`config.mk`:
```
export PLATFORM = sky130hd
export DESIGN_NAME = circular_fifo_with_search_core
export DESIGN_NICKNAME = d
export VERILOG_FILES = /design/src/rtl/cfws_pkg.sv /design/src/rtl/cfws_ram.sv /design/src/rtl/cfws_ctrl.sv /design/src/rtl/cfws_dp.sv /design/src/rtl/circular_fifo_with_search_core.sv
export SDC_FILE = /design/constraint.sdc
export NUM_CORES = 1
export LEC_CHECK = 0
export ABC_AREA = 1
export BUFFER_PORTS_ARGS = -buffer_cell sky130_fd_sc_hd__buf_2
export CAP_MARGIN = 20
export CORE_MARGIN = 5
export CORE_UTILIZATION = 30
export CTS_CLUSTER_DIAMETER = 150
export DETAILED_ROUTE_END_ITERATION = 6
export HOLD_SLACK_MARGIN = 0.08
export MAX_ROUTING_LAYER = met4
export PLACE_DENSITY = 0.5
export SYNTH_ARGS = -nofsm -noshare
export SYNTH_HDL_FRONTEND = slang
export SYNTH_SLANG_ARGS = --single-unit
```
`constraint.sdc`:
```
create_clock -name clk -period 10.7 [get_ports clk]
set_input_delay 1.07 -clock clk [delete_from_list [all_inputs] [get_ports clk]]
set_output_delay 1.07 -clock clk [all_outputs]
set_load 0.01 [all_outputs]
```
`src/rtl/cfws_pkg.sv`:
```
`default_nettype none
// ----------------------------------------------------------------------------
// cfws_pkg
// Shared constants and types for the circular FIFO with search: queue
// geometry, request opcodes, result status codes and the controller to
// datapath command and status bundles.
// ----------------------------------------------------------------------------
package cfws_pkg;

	// Queue geometry
	localparam int DEPTH  = 8;
	localparam int IDX_W  = (DEPTH > 1) ? $clog2(DEPTH) : 1;
	localparam int DATA_W = 32;
	localparam int OP_W   = 2;
	localparam int STAT_W = 2;
	localparam int POS_W  = 3;

	// Request opcodes
	localparam logic [OP_W-1:0] OP_INSERT = 2'd0;
	localparam logic [OP_W-1:0] OP_REMOVE = 2'd1;
	localparam logic [OP_W-1:0] OP_SEARCH = 2'd2;

	// Result status codes
	localparam logic [STAT_W-1:0] ST_OK        = 2'd0;
	localparam logic [STAT_W-1:0] ST_FULL      = 2'd1;
	localparam logic [STAT_W-1:0] ST_EMPTY     = 2'd2;
	localparam logic [STAT_W-1:0] ST_NOT_FOUND = 2'd3;

	// Last slot index, for wrap of the circular pointers
	localparam logic [IDX_W-1:0] LAST_IDX = IDX_W'(DEPTH - 1);

	// Controller to datapath commands
	typedef struct packed {
		logic                load;       // take a new request
		logic                ins_write;  // store data at the tail
		logic                pop;        // advance the head
		logic                adv;        // step the search walk
		logic                fin;        // load the result register
		logic [STAT_W-1:0]   fin_status;
		logic                fin_removed; // result carries read data
		logic                fin_found;   // result carries walk position
	} cmd_t;

	// Datapath to controller status
	typedef struct packed {
		logic [OP_W-1:0] op;
		logic            empty;
		logic            full;
		logic            match;     // read entry equals request value
		logic            at_tail;   // walk index sits on the tail
		logic            out_free;  // result register can take a result
	} stat_t;

	// Wrapping increment of a slot index
	function automatic logic [IDX_W-1:0] next_slot(input logic [IDX_W-1:0] i);
		logic [IDX_W-1:0] r;
		if (i == LAST_IDX) begin
			r = '0;
		end else begin
			r = i + IDX_W'(1);
		end
		return r;
	endfunction

endpackage
`default_nettype wire

```
`src/rtl/cfws_ram.sv`:
```
`default_nettype none
// ----------------------------------------------------------------------------
// cfws_ram
// Generic single-write, single-read RAM with registered read data.
// ----------------------------------------------------------------------------
module cfws_ram #(
	parameter int WIDTH = 32,
	parameter int DEPTH = 8
) (
	input  wire logic                                    clk,
	input  wire logic                                    we,
	input  wire logic [((DEPTH > 1) ? $clog2(DEPTH) : 1)-1:0] waddr,
	input  wire logic [WIDTH-1:0]                        wdata,
	input  wire logic [((DEPTH > 1) ? $clog2(DEPTH) : 1)-1:0] raddr,
	output logic      [WIDTH-1:0]                        rdata
);

	logic [WIDTH-1:0] mem_q [DEPTH];

	// Write port
	always_ff @(posedge clk) begin
		if (we) begin
			mem_q[waddr] <= wdata;
		end
	end

	// Registered read port
	always_ff @(posedge clk) begin
		rdata <= mem_q[raddr];
	end

endmodule
`default_nettype wire

```
`src/rtl/cfws_ctrl.sv`:
```
`default_nettype none
// ----------------------------------------------------------------------------
// cfws_ctrl
// Request sequencer: accepts one request, decides insert/remove/search
// outcome from datapath status, steps the search walk and hands the result
// to the output register.
// ----------------------------------------------------------------------------
module cfws_ctrl (
	input  wire logic            clk,
	input  wire logic            arst_n,
	input  wire logic            s_tvalid,
	output logic                 s_tready,
	input  wire cfws_pkg::stat_t stat,
	output cfws_pkg::cmd_t       cmd
);

	typedef enum logic [2:0] {
		S_IDLE = 3'b001,
		S_EXEC = 3'b010,
		S_CMP  = 3'b100
	} state_t;

	state_t state_q, state_d;

	assign s_tready = (state_q == S_IDLE);

	// Next state and commands
	always_comb begin
		state_d = state_q;
		cmd     = '0;
		case (state_q)
			S_IDLE: begin
				cmd.load = s_tvalid;
				if (s_tvalid) begin
					state_d = S_EXEC;
				end
			end
			S_EXEC: begin
				case (stat.op)
					cfws_pkg::OP_INSERT: begin
						if (stat.out_free) begin
							cmd.fin       = 1'b1;
							cmd.ins_write = !stat.full;
							cmd.fin_status = stat.full ? cfws_pkg::ST_FULL : cfws_pkg::ST_OK;
							state_d       = S_IDLE;
						end
					end
					cfws_pkg::OP_REMOVE, cfws_pkg::OP_SEARCH: begin
						if (!stat.empty) begin
							// first entry read is under way
							state_d = S_CMP;
						end else if (stat.out_free) begin
							cmd.fin        = 1'b1;
							cmd.fin_status = cfws_pkg::ST_EMPTY;
							state_d        = S_IDLE;
						end
					end
					default: begin
						// unused opcode: plain ok result, no state change
						if (stat.out_free) begin
							cmd.fin        = 1'b1;
							cmd.fin_status = cfws_pkg::ST_OK;
							state_d        = S_IDLE;
						end
					end
				endcase
			end
			S_CMP: begin
				if (stat.op == cfws_pkg::OP_REMOVE) begin
					if (stat.out_free) begin
						cmd.fin         = 1'b1;
						cmd.pop         = 1'b1;
						cmd.fin_removed = 1'b1;
						cmd.fin_status  = cfws_pkg::ST_OK;
						state_d         = S_IDLE;
					end
				end else if (stat.match) begin
					if (stat.out_free) begin
						cmd.fin        = 1'b1;
						cmd.fin_found  = 1'b1;
						cmd.fin_status = cfws_pkg::ST_OK;
						state_d        = S_IDLE;
					end
				end else if (stat.at_tail) begin
					if (stat.out_free) begin
						cmd.fin        = 1'b1;
						cmd.fin_status = cfws_pkg::ST_NOT_FOUND;
						state_d        = S_IDLE;
					end
				end else begin
					cmd.adv = 1'b1;
				end
			end
			default: begin
				state_d = S_IDLE;
			end
		endcase
	end

	// State register
	always_ff @(posedge clk or negedge arst_n) begin
		if (!arst_n) begin
			state_q <= S_IDLE;
		end else begin
			state_q <= state_d;
		end
	end

endmodule
`default_nettype wire

```
`src/rtl/cfws_dp.sv`:
```
`default_nettype none
// ----------------------------------------------------------------------------
// cfws_dp
// Datapath: entry RAM, head/tail pointers and empty flag, request latch,
// search walk index and position, and the result register.
// ----------------------------------------------------------------------------
module cfws_dp (
	input  wire logic                           clk,
	input  wire logic                           arst_n,
	input  wire logic [cfws_pkg::DATA_W-1:0]    s_tdata,
	input  wire logic [cfws_pkg::OP_W-1:0]      s_tuser,
	output logic                                m_tvalid,
	input  wire logic                           m_tready,
	output logic [39:0]                         m_tdata,
	output logic [cfws_pkg::STAT_W-1:0]         m_tuser,
	input  wire cfws_pkg::cmd_t                 cmd,
	output cfws_pkg::stat_t                     stat
);

	// Request latch
	logic [cfws_pkg::OP_W-1:0]          op_q;
	logic signed [cfws_pkg::DATA_W-1:0] val_q;

	// Queue pointers
	logic [cfws_pkg::IDX_W-1:0] head_q, tail_q;
	logic                       empty_q;

	// Walk state
	logic [cfws_pkg::IDX_W-1:0] idx_q, idx_next, rd_addr, wr_addr;
	logic [cfws_pkg::POS_W-1:0] pos_q;

	// Result register
	logic                               out_valid_q;
	logic [cfws_pkg::STAT_W-1:0]        status_q;
	logic signed [cfws_pkg::DATA_W-1:0] removed_q;
	logic [cfws_pkg::POS_W-1:0]         found_q;

	logic signed [cfws_pkg::DATA_W-1:0] rd_data;

	assign idx_next = cfws_pkg::next_slot(idx_q);
	// read address leads the walk index so data lines up with idx_q
	assign rd_addr  = cmd.adv ? idx_next : idx_q;
	assign wr_addr  = empty_q ? '0 : cfws_pkg::next_slot(tail_q);

	cfws_ram #(
		.WIDTH(cfws_pkg::DATA_W),
		.DEPTH(cfws_pkg::DEPTH)
	) u_ram (
		.clk  (clk),
		.we   (cmd.ins_write),
		.waddr(wr_addr),
		.wdata(val_q),
		.raddr(rd_addr),
		.rdata(rd_data)
	);

	// Status to controller
	always_comb begin
		stat.op       = op_q;
		stat.empty    = empty_q;
		stat.full     = !empty_q && (cfws_pkg::next_slot(tail_q) == head_q);
		stat.match    = (rd_data == val_q);
		stat.at_tail  = (idx_q == tail_q);
		stat.out_free = !out_valid_q || m_tready;
	end

	// Request latch and walk
	always_ff @(posedge clk) begin
		if (cmd.load) begin
			op_q  <= s_tuser;
			val_q <= s_tdata;
			idx_q <= head_q;
			pos_q <= '0;
		end else if (cmd.adv) begin
			idx_q <= idx_next;
			pos_q <= pos_q + cfws_pkg::POS_W'(1);
		end
	end

	// Head, tail and empty flag
	always_ff @(posedge clk or negedge arst_n) begin
		if (!arst_n) begin
			head_q  <= '0;
			tail_q  <= '0;
			empty_q <= 1'b1;
		end else if (cmd.ins_write) begin
			if (empty_q) begin
				head_q  <= '0;
				tail_q  <= '0;
				empty_q <= 1'b0;
			end else begin
				tail_q <= wr_addr;
			end
		end else if (cmd.pop) begin
			if (head_q == tail_q) begin
				head_q  <= '0;
				tail_q  <= '0;
				empty_q <= 1'b1;
			end else begin
				head_q <= cfws_pkg::next_slot(head_q);
			end
		end
	end

	// Result valid
	always_ff @(posedge clk or negedge arst_n) begin
		if (!arst_n) begin
			out_valid_q <= 1'b0;
		end else if (cmd.fin) begin
			out_valid_q <= 1'b1;
		end else if (m_tready) begin
			out_valid_q <= 1'b0;
		end
	end

	// Result payload
	always_ff @(posedge clk) begin
		if (cmd.fin) begin
			status_q  <= cmd.fin_status;
			removed_q <= cmd.fin_removed ? rd_data : '0;
			found_q   <= cmd.fin_found ? pos_q : '0;
		end
	end

	assign m_tvalid = out_valid_q;
	assign m_tuser  = status_q;
	assign m_tdata  = {5'b0, found_q, removed_q};

endmodule
`default_nettype wire

```
`src/rtl/circular_fifo_with_search_core.sv`:
```
`default_nettype none
// ----------------------------------------------------------------------------
// circular_fifo_with_search_core
// Circular FIFO of signed 32-bit words with insert, remove and search
// requests; one result per request.
// ----------------------------------------------------------------------------
// Requests are handled one at a time: a new request is accepted only after
// the result of the last one has been loaded into the result register. A
// search walks the queue from the head, reading one entry per cycle through
// the single RAM read port, until it finds a match or reaches the tail.
// Reset: queue empty, head and tail at slot 0, no result pending; the
// entry RAM is not cleared.
// ----------------------------------------------------------------------------
module circular_fifo_with_search_core (
	input  wire logic        clk,
	input  wire logic        arst_n,
	input  wire logic        s_tvalid,
	output logic             s_tready,
	input  wire logic [31:0] s_tdata,   // [31:0] data_value
	input  wire logic [1:0]  s_tuser,   // [1:0] opcode
	output logic             m_tvalid,
	input  wire logic        m_tready,
	output logic [39:0]      m_tdata,   // [31:0] removed_value, [34:32] found_position
	output logic [1:0]       m_tuser    // [1:0] status
);

	cfws_pkg::cmd_t  cmd;
	cfws_pkg::stat_t stat;

	cfws_ctrl u_ctrl (
		.clk     (clk),
		.arst_n  (arst_n),
		.s_tvalid(s_tvalid),
		.s_tready(s_tready),
		.stat    (stat),
		.cmd     (cmd)
	);

	cfws_dp u_dp (
		.clk     (clk),
		.arst_n  (arst_n),
		.s_tdata (s_tdata),
		.s_tuser (s_tuser),
		.m_tvalid(m_tvalid),
		.m_tready(m_tready),
		.m_tdata (m_tdata),
		.m_tuser (m_tuser),
		.cmd     (cmd),
		.stat    (stat)
	);

endmodule
`default_nettype wire
```
**After elaboration in Yosys (flattened, before gate mapping)**

Memories as Yosys holds them, arrays and structs flattened. A register that Yosys moved wholly into a read port is not among the register bits.
Cells that the tools add are included.

- $add $sub $neg: 4
- Eq/ne operators: 15
- Multiplexer cells: 55
- Reductions and logical operators: 13

Operators by type and width:

| cell | number |
|---|---|
| $mux 3 | 29 |
| $eq 32x32->1 | 1 |
| $mux 1 | 20 |
| $add 3x1->3 const B | 4 |
| $eq 3x3->1 const B | 4 |
| $pmux 3 s2 | 2 |
| $eq 3x3->1 | 3 |
| $pmux 3 s3 | 1 |
| $reduce_and 2->1 | 3 |
| $reduce_bool 2->1 | 3 |
| $mux 2 | 2 |
| $mux 4 | 1 |
| $ne 4x3->1 const B | 1 |
| $eq 3x1->1 const B | 1 |
| $eq 3x2->1 const B | 1 |
| $logic_not 1->1 | 3 |
| $eq 2x1->1 const B | 1 |
| $eq 2x2->1 const B | 1 |
| $logic_not 2->1 | 1 |
| $ne 2x1->1 const B | 1 |
| $ne 2x2->1 const B | 1 |
| $reduce_or 2->1 | 1 |
| $logic_and 1x1->1 | 1 |
| $logic_or 1x1->1 | 1 |

- Bits in registers: 88
- Memory bits (writable): 256
- Bits of input ports: 38
- Word-level logic and storage cells: 100
- Memories kept: 1

Memory list:

| memory | depth | bits a word | read ports | clocked after memory_dff | write ports | line | source |
|---|---|---|---|---|---|---|---|
| u_dp.u_ram.mem_q | 8 | 32 | 1 | 1 | 1 | cfws_ram.sv:18 | `logic [WIDTH-1:0] mem_q [DEPTH];` |

**Longest topological paths before layout**

Gate-level depths: netlist of run 1.

- Word-level depth: 10
- Depth in mapped cells: 18
- Depth with buffers taken out: 16

**Hierarchy**

A second synthesis of run 1 with hierarchy kept.

- Cell total of the unflattened synthesis: 1,631
- Area, all modules: 16,136.7 um^2

Modules (own cells, without submodules):

| module | times used | cells each | area an instance (um^2) | sequential area each (um^2) |
|---|---|---|---|---|
| cfws_ram | 1 | 1,156 | 11,872.6 | 8,328.0 |
| cfws_dp | 1 | 416 | 3,883.7 | 2,453.6 |
| cfws_ctrl | 1 | 59 | 380.4 | 76.3 |

**Worst setup path after synthesis of run 1**

Ideal clock, no wire load.

- Path kind: input to register
- From: input port m_tready
- To: memory u_dp.u_ram.mem_q[7][0], enable pin
- Data arrival time: 3.889 ns
- Required time: 10.239 ns
- Slack: 6.350 ns
- Cell stages on the path: 8
- Buffers on the path: 0
- Cells stage by stage: nor2_1 -> inv_1 -> nand2_1 -> nor2_1 -> inv_1 -> nor2_1 -> nand2_1 -> nor3_1

- Word-level cells in the longest chain between the ends: 6

Ends and longest elaborated chain:

| item | line | source |
|---|---|---|
| from (decl) | circular_fifo_with_search_core.sv:22 | `input wire logic m_tready,` |
| $logic_or 1x1->1 | cfws_dp.sv:64 | `stat.out_free = !out_valid_q \|\| m_tready;` |
| $mux 1 | cfws_ctrl.sv:41 | `if (stat.out_free) begin` |
| $mux 1 | cfws_ctrl.sv:39 | `case (stat.op)` |
| $mux 1 | cfws_ctrl.sv:31 | `case (state_q)` |
| $mux 1 | cfws_ram.sv:22 | `if (we) begin` |
| $mux 1 (implied by the code) | cfws_ram.sv:23 | `mem_q[waddr] <= wdata;` |
| to (decl) | cfws_ram.sv:18 |  |

Every way passes these cells.

**Worst setup path in the final report of run 1**

- From: register u_dp.val_q[11] (netlist name)
- To: register u_dp.u_ram.rdata[13], read port of u_dp.u_ram.mem_q

- Word-level cells in the longest chain between the ends: 5

Ends and longest elaborated chain:

| item | line | source |
|---|---|---|
| from (decl) | cfws_dp.sv:22 | `logic signed [cfws_pkg::DATA_W-1:0] val_q;` |
| from (signal assigned) | cfws_dp.sv:71 | `val_q <= s_tdata;` |
| $eq 32x32->1 | cfws_dp.sv:62 | `stat.match = (rd_data == val_q);` |
| $mux 1 | cfws_ctrl.sv:77 | `end else if (stat.match) begin` |
| $mux 1 | cfws_ctrl.sv:69 | `if (stat.op == cfws_pkg::OP_REMOVE) begin` |
| $mux 2 | cfws_ctrl.sv:31 |  |
| $mux 3 | cfws_dp.sv:42 | `assign rd_addr = cmd.adv ? idx_next : idx_q;` |
| to (decl) | cfws_ram.sv:15 | `output logic [WIDTH-1:0] rdata` |

Every way passes these cells.
A chain may end at the register's enable or synchronous reset.

==> metrics.md, run 1 <==
| Metric | Value |
|---|---|
| Status | `complete, no violations` |
| Clk sinks | `376` |
| Fin. Hold Viols | `0` |
| Sequential power share | `41.4%` |
| Total power | `4.74 mW` |
| CTS buffer count | `41` |
| Critical Path Source | `u_dp.val_q[11]` |
| CP Buf/Inv Count | `0` |
| RSZ-0062 raised after global routing | `no` |
| Clk_lat worst skew | `0.55 ns` |
| CTS tree | `done` |
| Crit path cell chain | `xnor2_1, nand2_1, nor2_1, nand2_1, nor2_2, nand2_2, nand3_4, nand2_4, nand2_2, nand2_1, nand3_1, nand2_1, nand2_1, nand2_1` |
| Sequential fraction of the synthesis area | `67.3%` |
| Final Slew Violations | `0` |
| Post-layout nets | `1647` |
| Crit Path Class | `flip-flop to flip-flop` |
| Max frequency | `266 MHz` |
| Sum Neg Setup Slack | `0 ns` |
| DRT antenna net count | `0` |
| Share of async-settable or async-resettable flops after synthesis | `2.93%` |
| 1st-iter DRT viols | `672` |
| Most frequent cells in the layout | `nand2_1, edfxtp_1, inv_1` |
| Initial core utilization | `30.1%` |
| WL/cell | `17.5 microns` |
| MaxCap Viol Count | `0` |
| Synth Area in Adders | `0.775%` |
| Die height | `242 microns` |
| Post-CTS Hold Fix Bufs | `0` |
| NetSw | `1.61 mW` |
| Vias per cell | `4.47` |
| VDD IR max | `0.159 mV` |
| Simple-Gate Fraction of Synth Area | `19.7%` |
| GRT Total Usage | `14.0%` |
| Largest delay share family, worst path | `simple AND/OR/NAND/NOR gates` |
| Initial antenna violation count | `0` |
| H-tree depth | `2` |
| Max Root-Sink Buffers | `3` |
| Syn Inst Count | `1528` |
| Compound-cell area share of the yosys netlist | `0.977%` |
| Worst path most repeated cell | `nand2_1` |
| XOR/XNOR Fraction of Synth Area | `1.63%` |
| Post-synthesis mux area share | `0%` |
| Crit start category | `flip-flop` |
| Gate power share | `26.6%` |
| Req. time, crit path | `11.14 ns` |
| Crit-path max FO | `65` |
| Finished Layout Cells | `2328` |
| Post-synthesis cell area | `16100 sq um` |
| Post-route clock period utilization | `35.1%` |
| Worst-Margin Slew | `1.02 ns` |
| Top FF cell, synth | `edfxtp_1` |
| Routability Congestion | `0.766` |
| Post-DP HPWL | `22.1 mm` |
| Share of cells above drive strength 1 | `12.1%` |
| P_int | `3.13 mW` |
| Grt ovf | `0` |
| Hold/Removal Path Class | `input pin to asynchronous set/reset pin` |
| Yosys warnings | `0` |
| Std-Cell Core Area | `53600 sq um` |
| Rel. slew slack | `31.8%` |
| Die ar. | `58500 sq um` |
| Postcts setup bufs | `0` |
| Slowest stage delay, CP | `0.94 ns` |
| Switching Share | `34.0%` |
| Count of cell types in the netlist | `34` |
| Leak Pwr | `7.95 nW` |
| EDFF count, synth | `327` |
| Setup violators final | `0` |
| TritonRoute pass-1 iters | `5` |
| Drt total wl | `40.8 mm` |
| Largest net degree at the start of global routing | `82` |
| Number of global-route vias before repair | `10365` |
| Area Overhead vs Synth | `15.8%` |
| Clock-pin slew on the worst setup and hold paths | `0.06 ns` |
| Die Wd | `242 microns` |
| # fillers | `5410` |
| Worst R2R Start | `u_dp.val_q[11]` |
| Buffers on Ports | `76` |
| First-pass GRT wire length | `63.0 mm` |
| Number of diodes | `0` |
| Tmin final | `3.76 ns` |
| Detailed-route via count | `10409` |
| Placed cells | `2252` |
| Syn avg cell area | `10.6 sq um` |
| WP data arrival | `4.20 ns` |
| Largest family of logic cells by synthesized area | `simple AND/OR/NAND/NOR gates` |
| CP Capture Type | `flip-flop` |
| Rows | `85` |
| Reg2reg setup slack | `6.94 ns` |
| Clk_skew | `0.0236 ns` |
| Pwr dens | `254 nW/um^2` |
| Flops & latches, synth | `376` |
| Residual DRC | `0` |
| Clock share of power | `32.0%` |
| Highest-delay cell along the critical path | `nand2_2` |
| Cts repair resizes | `0` |
| # IOs | `82` |
| Root buf cell | `clkbuf_16` |
-- metrics by stage --
step	cell area [sq um]	setup WS [ns]	utilization [%]	hold WS, ns
final	18700	6.94	34.9	0.390
after global routing	18700	6.60	34.9	0.387
after CTS	18700	6.82	34.9	0.365
after detailed placement	17200	6.85	32.2	0.471
after global placement	17200	6.86	32.2	0.460
after floorplan	16200	6.35	-	0.445
-- metal layers --
metal	vias to the layer above	track usage [%]	wire length (microns)
li1	5097	-	-
met1	5029	17.9	18400
met2	214	23.2	19800
met3	69	2.06	1530
met4	0	4.50	1030
met5	-	-	0
-- sequential cells by signal, summed over array words and instances (netlist names), 2 cells and up --
| register | count |
|---|---|
| u_dp.idx_q | 3 |
| u_dp.u_ram.mem_q | 256 |
| u_dp.removed_q | 32 |
| u_ctrl.state_q | 3 |
| u_dp.u_ram.rdata | 32 |
| u_dp.m_tuser | 2 |
| u_dp.tail_q | 3 |
| u_dp.found_q | 3 |
| u_dp.pos_q | 3 |
| u_dp.val_q | 32 |
| u_dp.head_q | 3 |
| u_dp.op_q | 2 |
-- cells by family (layout without fill, tap and decap cells) --
kind of cell,count (synthesis),count (layout)
buffers and inverters,374,474
adder cells (fa/ha/maj),10,10
AO/OA/AOI/OAI,28,28
other,1,5
flip-flops,376,376
XOR/XNOR,30,30
AND/OR/NAND/NOR,709,709
-- cells in the mapped netlist, types with 5 or more instances --
master    count  area [sq um]
xnor2_1      30           263
o21ai_0      13          65.1
inv_2        12          45.0
nand3_1     265          1330
dfxtp_1      38           761
nor2_1       59           221
dfrtp_1       9           225
buf_2        36           180
o22ai_1       6          37.5
edfxtp_1    327          9820
nor3_1        8          40.0
a21oi_1       5          25.0
ha_1         10           125
buf_4        17           128
nand3b_1     32           240
inv_1       290          1090
buf_6         5          56.3
clkbuf_1     14          52.6
nand2_1     331          1240
-- power by group through the flow --
stage | registers (mW) | logic, mW | clock network, mW
2_1_floorplan | 1.94 | 0.929 | 0
3_3_place_gp | 1.99 | 1.27 | 0
3_5_place_dp | 2.00 | 1.28 | 0
4_1_cts | 1.97 | 1.29 | 1.56
5_1_grt | 1.99 | 1.43 | 1.61
6_report | 1.96 | 1.26 | 1.52
-- path summary, 6_finish.rpt --
path	to	cells past startpoint
max	u_dp.u_ram.rdata[13]	14
min	u_dp.m_tvalid	1
max reg2reg	u_dp.u_ram.rdata[13]	14
min reg2reg	u_dp.pos_q[2]	2
max in group asynchronous	u_dp.empty_q	1
min in group clk	u_dp.pos_q[2]	2
-- worst register-to-register path, delay by kind of cell (launching register included) --
kind / cells / cell delay (ns)
DFF: 1 / 0.53
xor gates and xnor gates: 1 / 0.23
and+or+nand+nor: 13 / 2.88
-- cell type report --
type	count	area [sq um]	area share [%]
clock inverters	15	238	1.27
well taps	696	871	4.66
inverters	302	1130	6.07
multi-input cells	782	3840	20.6
clock buffers	61	1210	6.49
flip-flops and latches	376	10900	58.1
repair buffers	96	531	2.84
Power figures use the tool's default switching activity.
==> inputs of run 2 (changes only) <==
Clock period 10.7 ns to 3.6 ns, I/O delays scaled along.
==> run 2 against run 1 <==
Compared with the run above:
- clock skew decreased by 0.011 ns
- setup slack got worse by 6.4 ns
- first-iteration DRC count decreased by 21%
- clock-buffer cell count increased by 3
- cell area increased by 2.3%
- wire length increased by 0.43%
- power increased to 2.9 times the previous value
- critical path type unchanged
- largest cell class unchanged
==> metrics.md, run 2 (synthesis gave the netlist of run 1 again) <==
| Metric | Value |
|---|---|
| Most frequent cells in the layout | `nand2_1, edfxtp_1, inv_1` |
| Grt ovf | `0` |
| Detailed-route via count | `10590` |
| TritonRoute pass-1 iters | `4` |
| H-tree depth | `2` |
| Clock share of power | `29.8%` |
| Gate power share | `28.5%` |
| MaxCap Viol Count | `0` |
| Crit start category | `flip-flop` |
| Clk_lat worst skew | `0.55 ns` |
| Final Slew Violations | `0` |
| Die Wd | `242 microns` |
| Status | `complete, no violations` |
| Die ar. | `58500 sq um` |
| Largest net degree at the start of global routing | `97` |
| CTS buffer count | `42` |
| Area Overhead vs Synth | `18.5%` |
| Root buf cell | `clkbuf_16` |
| Postcts setup bufs | `0` |
| # IOs | `82` |
| Routability Congestion | `0.814` |
| Largest delay share family, worst path | `simple AND/OR/NAND/NOR gates` |
| Placed cells | `2267` |
| Number of global-route vias before repair | `10669` |
| # fillers | `5395` |
| Highest-delay cell along the critical path | `edfxtp_1` |
| Crit-path max FO | `51` |
| Rows | `85` |
| Cts repair resizes | `0` |
| Switching Share | `34.4%` |
| Crit Path Class | `flip-flop to flip-flop` |
| Min setup slack post-route | `0.583 ns` |
| Commonest non-fill, non-tap cell in the layout | `nand2_1` |
| Crit path cell chain | `xnor2_1, nand2_1, nor2_1, nand2_1, nor2_2, nand2_2, nand3_4, nand2_2, buf_4, buf_12, nand3b_1, nand3_1, nand2_1, nand2_1, nand2_1` |
| DRT antenna net count | `0` |
| Std-Cell Core Area | `53600 sq um` |
| Share of cells above drive strength 1 | `12.3%` |
| Sequential power share | `41.8%` |
| RSZ-0062 raised after global routing | `no` |
| Worst path most repeated cell | `nand2_1` |
| Setup WS pre-CTS | `0.509 ns` |
| WP data arrival | `3.51 ns` |
| Buffers on Ports | `76` |
| Met3 usage | `2.43%` |
| Slowest stage delay, CP | `0.54 ns` |
| Clock-pin slew on the worst setup and hold paths | `0.06 ns` |
| Residual DRC | `0` |
| GR peak layer | `met2` |
| CP Buf/Inv Count | `2` |
| Post-route clock period utilization | `83.8%` |
| Max reg flops | `256` |
| Post-CTS Hold Fix Bufs | `35` |
| Hold/Removal Path Class | `input pin to flip-flop` |
| Layout Utilization | `35.7%` |
| Grt met1 use | `17.0%` |
| First-pass GRT wire length | `62.7 mm` |
| CTS tree | `done` |
| Vias per cell | `4.45` |
| Initial core utilization | `30.1%` |
| Leak Pwr | `8.15 nW` |
| Post-DP HPWL | `23.4 mm` |
| Worst-Margin Slew | `0.960 ns` |
| Tmin final | `3.02 ns` |
| Rel. slew slack | `35.9%` |
| Finished Layout Cells | `2380` |
| WL/cell | `17.2 microns` |
| Number of diodes | `0` |
| Pwr dens | `729 nW/um^2` |
| VDD IR max | `0.549 mV` |
| Max Root-Sink Buffers | `3` |
| Clk sinks | `376` |
| Sum Neg Setup Slack | `0 ns` |
| Drt total wl | `40.9 mm` |
| Met2 usage | `24.4%` |
| 1st-iter DRT viols | `530` |
| GRT Total Usage | `14.2%` |
| Req. time, crit path | `4.10 ns` |
| Max frequency | `332 MHz` |
| NetSw | `4.80 mW` |
| Biggest register | `u_dp.u_ram.mem_q` |
| Clk_skew | `0.0121 ns` |
| CP Capture Type | `flip-flop` |
| Fin. Hold Viols | `0` |
| Initial antenna violation count | `0` |
| Setup violators final | `0` |
| P_int | `9.14 mW` |
| Die height | `242 microns` |
| Post-layout nets | `1699` |
run 2: power by group through the flow:
stage | Clock [mW] | Sequential (mW) | Combinational (mW)
after floorplan | 0 | 5.77 | 2.77
after global placement | 0 | 5.91 | 3.93
after detailed placement | 0 | 5.92 | 3.97
after CTS | 4.28 | 5.83 | 4.02
after global routing | 4.46 | 5.89 | 4.48
final | 4.15 | 5.82 | 3.97
run 2: worst register-to-register path: cells and delay by family, from the launching register on:
family	cells	cell delay, ns
and+or+nand+nor	12	1.60
buffers and inverters	2	0.61
DFF	1	0.54
xor gates and xnor gates	1	0.21
run 2: path summary, 6_finish.rpt:
check | cells past startpoint | startpoint | slack [ns] | endpoint
worst max register to register | 15 | u_dp.val_q[16] | 0.58 | u_dp.u_ram.rdata[22]
worst min-delay path | 4 | m_tready | 0.15 | u_ctrl.state_q[1]
worst max-delay path | 15 | u_dp.val_q[16] | 0.58 | u_dp.u_ram.rdata[22]
min in group asynchronous | 2 | arst_n | 0.22 | u_dp.head_q[2]
worst min register to register | 2 | u_dp.pos_q[2] | 0.48 | u_dp.pos_q[2]
max in group asynchronous | 2 | arst_n | 3.11 | u_dp.empty_q
run 2: final cells by class:
type                       instances  area [sq um]  share of cell area, %
clock buffer                      64          1210                   6.35
inverter                         302          1130                   5.93
sequential                       376         10900                   56.8
clock inverter                    13           119                  0.622
tap                              696           871                   4.55
timing repair buffer             147          1090                   5.69
multi-input combinational        782          3840                   20.1
run 2: per-stage QoR:
stage,instance area [sq um],power [mW],hold slack (ns)
finish,19100,13.9,0.155
global placement,17400,9.84,0.256
detailed placement,17400,9.88,0.258
floorplan,16200,8.55,0.0644
CTS,19100,14.1,0.124
global route,19100,14.8,0.176
run 2: routing by layer:
metal,part of all wire [%],up-vias
li1,-,5206
met1,43,5103
met2,50,208
met3,3.9,73
met4,2.8,0
met5,0,-
